### src/rtl/value_noise_2d_macros.svh
// Assertion macros for the value_noise_2d block.
// Used by the top level; expects clk and rst_n in the including scope.
`ifndef VALUE_NOISE_2D_MACROS_SVH
`define VALUE_NOISE_2D_MACROS_SVH

// same-cycle implication
`define VN2_ASSERT_NOW(label, ante, cons, msg) \
  label: assert property (@(posedge clk) disable iff (!rst_n) (ante) |-> (cons)) \
    else $error(msg);

// next-cycle implication
`define VN2_ASSERT_NEXT(label, ante, cons, msg) \
  label: assert property (@(posedge clk) disable iff (!rst_n) (ante) |=> (cons)) \
    else $error(msg);

`endif

### src/rtl/vn2_pkg.sv
// Shared types and constants for the value_noise_2d block.
// No dependencies.
`default_nettype none

package vn2_pkg;

  typedef logic [63:0]        word64_t;
  typedef logic signed [23:0] corner_t;

  localparam int FRAC_BITS_DEF = 16;
  localparam int NSTG          = 15;
  localparam int IN_W          = 128;
  localparam int NOISE_W       = 18;
  localparam int OUT_W         = 24;

  localparam word64_t KX_MUL  = 64'h9e3779b97f4a7c15;
  localparam word64_t KZ_MUL  = 64'hc2b2ae3d27d4eb4f;
  localparam word64_t KXZ_MUL = KX_MUL + KZ_MUL;
  localparam word64_t MIX_C1  = 64'hbf58476d1ce4e5b9;
  localparam word64_t MIX_C2  = 64'h94d049bb133111eb;

endpackage

`default_nettype wire

### src/rtl/vn2_weight.sv
// Smoothstep weight pipeline, four stages: w = round(round(f*f)*(3-2f)).
// Depends on vn2_pkg.
`default_nettype none

module vn2_weight #(
  parameter int FRAC_BITS = vn2_pkg::FRAC_BITS_DEF
) (
  input  wire logic                 clk,
  input  wire logic [3:0]           en,
  input  wire logic [FRAC_BITS-1:0] frac,
  output logic [FRAC_BITS:0]        w
);
  import vn2_pkg::*;

  localparam int F = FRAC_BITS;
  localparam logic [2*F:0]   HALF_SQ = (2*F+1)'(1) << (F-1);
  localparam logic [2*F+2:0] HALF_W  = (2*F+3)'(1) << (F-1);
  localparam logic [F+1:0]   THREE   = (F+2)'(3) << F;

  logic [2*F-1:0] sqp_r;
  logic [F+1:0]   k2_r;
  logic [F:0]     sq_r;
  logic [F+1:0]   k3_r;
  logic [2*F+2:0] wp_r;
  logic [F:0]     w_r;
  logic [2*F:0]   sq_sum;
  logic [2*F+2:0] w_sum;

  assign sq_sum = (2*F+1)'(sqp_r) + HALF_SQ;
  assign w_sum  = wp_r + HALF_W;

  always_ff @(posedge clk) begin
    if (en[0]) begin
      sqp_r <= (2*F)'(frac) * (2*F)'(frac);
      k2_r  <= THREE - {1'b0, frac, 1'b0};
    end
    if (en[1]) begin
      sq_r <= sq_sum[2*F:F];
      k3_r <= k2_r;
    end
    if (en[2]) begin
      wp_r <= (2*F+3)'(sq_r) * (2*F+3)'(k3_r);
    end
    if (en[3]) begin
      w_r <= w_sum[2*F:F];
    end
  end

  assign w = w_r;

endmodule

`default_nettype wire

### config.mk
export PLATFORM = sky130hd
export DESIGN_NAME = vn2_weight
export DESIGN_NICKNAME = d
export VERILOG_FILES = /design/src/rtl/value_noise_2d_macros.svh /design/src/rtl/vn2_pkg.sv /design/src/rtl/vn2_weight.sv
export SDC_FILE = /design/constraint.sdc
export NUM_CORES = 1
export LEC_CHECK = 0
export BUFFER_PORTS_ARGS = -buffer_cell sky130_fd_sc_hd__buf_4
export CAP_MARGIN = 10
export CORE_ASPECT_RATIO = 0.6
export CORE_MARGIN = 1
export CORE_UTILIZATION = 60
export DETAILED_ROUTE_END_ITERATION = 12
export MAX_ROUTING_LAYER = met4
export PLACE_DENSITY = 0.77
export RECOVER_POWER = 50
export SLEW_MARGIN = 20
export SYNTH_ARGS = -nofsm -noshare
export SYNTH_HDL_FRONTEND = slang
export SYNTH_SLANG_ARGS = --single-unit
### constraint.sdc
create_clock -name clk -period 21.8 [get_ports clk]
set_clock_uncertainty 0.1 [all_clocks]
set_input_delay 4.36 -clock clk [delete_from_list [all_inputs] [get_ports clk]]
set_output_delay 4.36 -clock clk [all_outputs]
set_load 0.01 [all_outputs]
* Word level (Yosys, flattened, before mapping)
Cells that the tools add are included.
Operators by class: add/subtract/negate cells 3, multipliers 2
Operators with widths (number):
- 32-bit by 16-bit adder with 33-bit output (second input constant) | 1
- 33-bit by 16-bit adder with 33-bit output (second input constant) | 1
- 17-bit by 18-bit multiplier with 33-bit output | 1
- 16-bit by 16-bit multiplier with 32-bit output | 1
- 18-bit by 17-bit subtractor with 18-bit output (first input constant) | 1
Storage, ports and cells: bits in registers 135, logic and storage cells 11

* Logic depth before layout (Yosys ltp)
word-level depth 1, gate-level depth with buffers 25, depth with buffers taken out 23

* Worst setup path after synthesis
No wires, ideal clock.
kind input to register, from input frac[13], to register sqp_r[31] (data pin), library setup time 0.260 ns, arrival time 9.941 ns, required time 21.440 ns, slack 11.498 ns, cell stages on the path 21, buffers on the path 2, cells stage by stage clkbuf_1 > buf_1 > nand2_1 > fa_1 > inv_1 > fa_1 > fa_1 > fa_1 > fa_1 > inv_1 > fa_1 > inv_1 > ha_1 > o21ai_0 > a21oi_1 > nor2_1 > a2111oi_2 > o221ai_2 > a211oi_2 > o211a_1 > nor3_1
Between the ends: word-level cells in the longest chain between the ends 1
RTL lines:
- from (decl) | line vn2_weight.sv:10 | input wire logic [FRAC_BITS-1:0] frac,
- 16-bit by 16-bit multiplier with 32-bit output | line vn2_weight.sv:34 | sqp_r <= (2*F)'(frac) * (2*F)'(frac);
- to (signal assigned) | line vn2_weight.sv:34
- to (decl) | line vn2_weight.sv:20 | logic [2*F-1:0] sqp_r;
No other way between the ends. A chain may end at the register's enable or synchronous reset.

* Worst setup path after layout
from input frac[0], to register sqp_r[30] (data pin)
The elaborated chain is that of the path after synthesis.

==> summary.txt <==
Clock tree
  – Post_cts resized: 0
  – Clk sink count: 103
  – # hold bufs at CTS: 0
  – Cts bufs inserted: 9
  – H-tree depth: 3
  – Clk_lat worst skew: 370 ps
  – Clock-pin slew on the worst setup and hold paths: 90 ps
  – CTS tree: done
  – Post-CTS Setup Inserts: 0
  – Clk buf depth: 2
  – Clock root buffer: clkbuf_16

Logic synthesis
  – Adder-cell area share of the yosys netlist: 51.84%
  – Synth Cell Area: 19650 sq um
  – Synth Area in Simple Gates: 14.06%
  – Compound-cell area share of the yosys netlist: 3.420%
  – Most instantiated cells after synthesis: 504 x inv_1, 385 x fa_1, 267 x nand2_1, 198 x ha_1, 162 x and2_1
  – Mapped Avg Cell Area: 9.735 sq um
  – Syn Inst Count: 2018
  – Yosys top cell area share: 39.23%
  – Largest family of logic cells by synthesized area: adder cells
  – Top post-synthesis cells by area: fa_1 39%, edfxtp_1 16%, ha_1 13%
  – Register bit total from synthesis: 103
  – Synth Warn #: 0
  – Async SR Flop Fraction: 0%
  – Xor and xnor fraction of the mapped netlist area: 3.968%
  – Post-synth cell types: 52
  – Sequential cell area fraction in the yosys report: 15.74%
  – Number of flops mapped to enable cells by yosys: 103
  – Synth Flop Type: edfxtp_1
  – Post-synthesis mux area share: 0.1146%
  – Most frequent cell after synthesis: inv_1
  – Syn nets: 2622
  – Yosys top cell by area: fa_1

Place
  – Placer Congestion: 0.8841
  – Dpl ws: 10980 ps
  – Area after DPL: 20210 sq um
  – IO buf count: 37
  – Post-DP HPWL: 33970 um

Die
  – DIE AREA: 33490 sq um
  – I/O Pins: 38
  – Initial Util: 61.94%
  – Core Footprint: 31720 sq um
  – Row count: 50
  – Die width: 235.6 um
  – Die Span Y: 142.2 um

Route
  – Met2 wire length: 18770 um
  – Post-Route WL: 42180 um
  – Initial DRC Count: 1019
  – Wire length on met1: 19380 um
  – Detail Route Antenna Nets: 0
  – DR vias: 13230
  – Met3 wire len: 3625 um
  – TritonRoute pass-1 iters: 5
  – Average wire per standard cell: 17.40 um
  – Max layer used: met4
  – DR vias/cell: 5.458
  – DR DRC count: 0

Status
  – Outcome: finished with violations
  – Failing checks: max-capacitance violations, max-slew violations

Timing
  – Tcrit/Tclk final: 48.94%
  – Max Freq: 93.74 MHz
  – Fin worst setup slack: 11130 ps
  – Max Slew Vio Count: 70
  – Final Hold Viols: 0
  – Count of final setup violators: 0
  – Post-Route Setup TNS: 0 ps
  – Unrepaired setup endpoints after global routing: false
  – Slew @ Worst Pin: 1917 ps
  – Relative slew slack: -27.80%
  – Fin crit period: 10670 ps

Setup path
  – Crit Path Category: input port to register
  – Arrival time worst endpoint: 10690 ps
  – Critical Path Start Type: input port
  – Worst path required time: 21820 ps
  – Worst setup EP type: register
  – CP max FO: 12

Job
  – Max-cap violation count: 2

Min path
  – Hold Crit Class: register to register

Global routing
  – Antenna violations before repair: 0
  – First-pass GRT wire length: 72400 um
  – Global-route usage over all layers: 28.27%
  – Grt ovf: 0
  – Vias in the first global route: 14490
  – Largest net degree at the start of global routing: 35

Finish
  – Synthesis-to-finish area growth: 4.388%
  – Area occupied by multi-input gates: 14420 sq um
  – Ratio of cells with drive above 1 in the final layout: 3.237%
  – Nets: 2607
  – # fillers: 2505
  – Diode count: 0
  – Fin area: 20510 sq um
  – Register area: 3093 sq um
-- cell families after synthesis --
logic type               Yosys count
flip-flops                       103
adder cells (fa/ha/maj)          583
AO/OA/AOI/OAI                     94
buffers and inverters            568
XOR/XNOR                          89
AND/OR/NAND/NOR                  579
multiplexers                       2
-- per-layer routing --
layer	up-vias	track usage (%)
li1	6033	-
met1	6671	40.25
met2	492	43.26
met3	35	5.392
met4	0	4.300
met5	-	-
-- through the flow --
step	hold WS (ps)	std cells	util (%)
floorplan	300.3	2018	-
detailed placement	304.5	2408	63.71
finish	319.2	2424	64.65
CTS	318.6	2424	64.71
global route	327.6	2424	64.65
global placement	301.5	2408	63.71
-- sequential cells by signal, indices dropped and copies added (netlist names) --
signal and count:
sq_r 17, wp_r 18, sqp_r 18, k3_r 17, k2_r 16, w 17
-- layout by cell type (no fill, tap or decap), drive strengths merged, types with 5 or more instances in the layout --
master and instances:
or2 5, nand3 23, o21ai 19, nand2b 5, xnor2 71, ha 198
and3 14, inv 508, nand2 267, edfxtp 103, nor2 60, nand4 13
a21o 9, a21oi 26, a211oi 8, and2 162, nor2b 5, a211o 6
nor3 16, fa 385, buf 32, clkbuf 14, xor2 18
-- cell type report --
cell class,count,area share [%]
clock buffer,9,1.098
clock inverter,7,0.4576
inverter,505,9.243
multi-input combinational,1347,70.32
sequential,103,15.08
tap,416,2.538
timing repair buffer,37,1.263
-- worst max-delay path, cell delays in order --
cell,delay [ps]
clkbuf_1,570
and2_1,290
inv_1,80
fa_1,510
fa_1,550
inv_1,50
fa_1,500
fa_1,510
fa_1,540
inv_1,50
fa_1,530
inv_1,40
ha_1,330
o21ai_0,90
a21oi_1,190
nor2_1,80
a2111oi_2,520
o221ai_2,300
a211oi_2,340
nor3_1,110
xnor2_1,130
-- worst paths after layout --
check	start	to	slack (ps)	cells after the start
worst min register to register	k2_r[14]	k3_r[14]	320	0
worst max-delay path	frac[0]	sqp_r[30]	11130	21
worst min-delay path	k2_r[14]	k3_r[14]	320	0
worst max register to register	k3_r[11]	wp_r[25]	14680	17
Power is left out: the tool's default activity adds up to more than one toggle a clock period on the data nets, which glitch-free logic cannot reach.
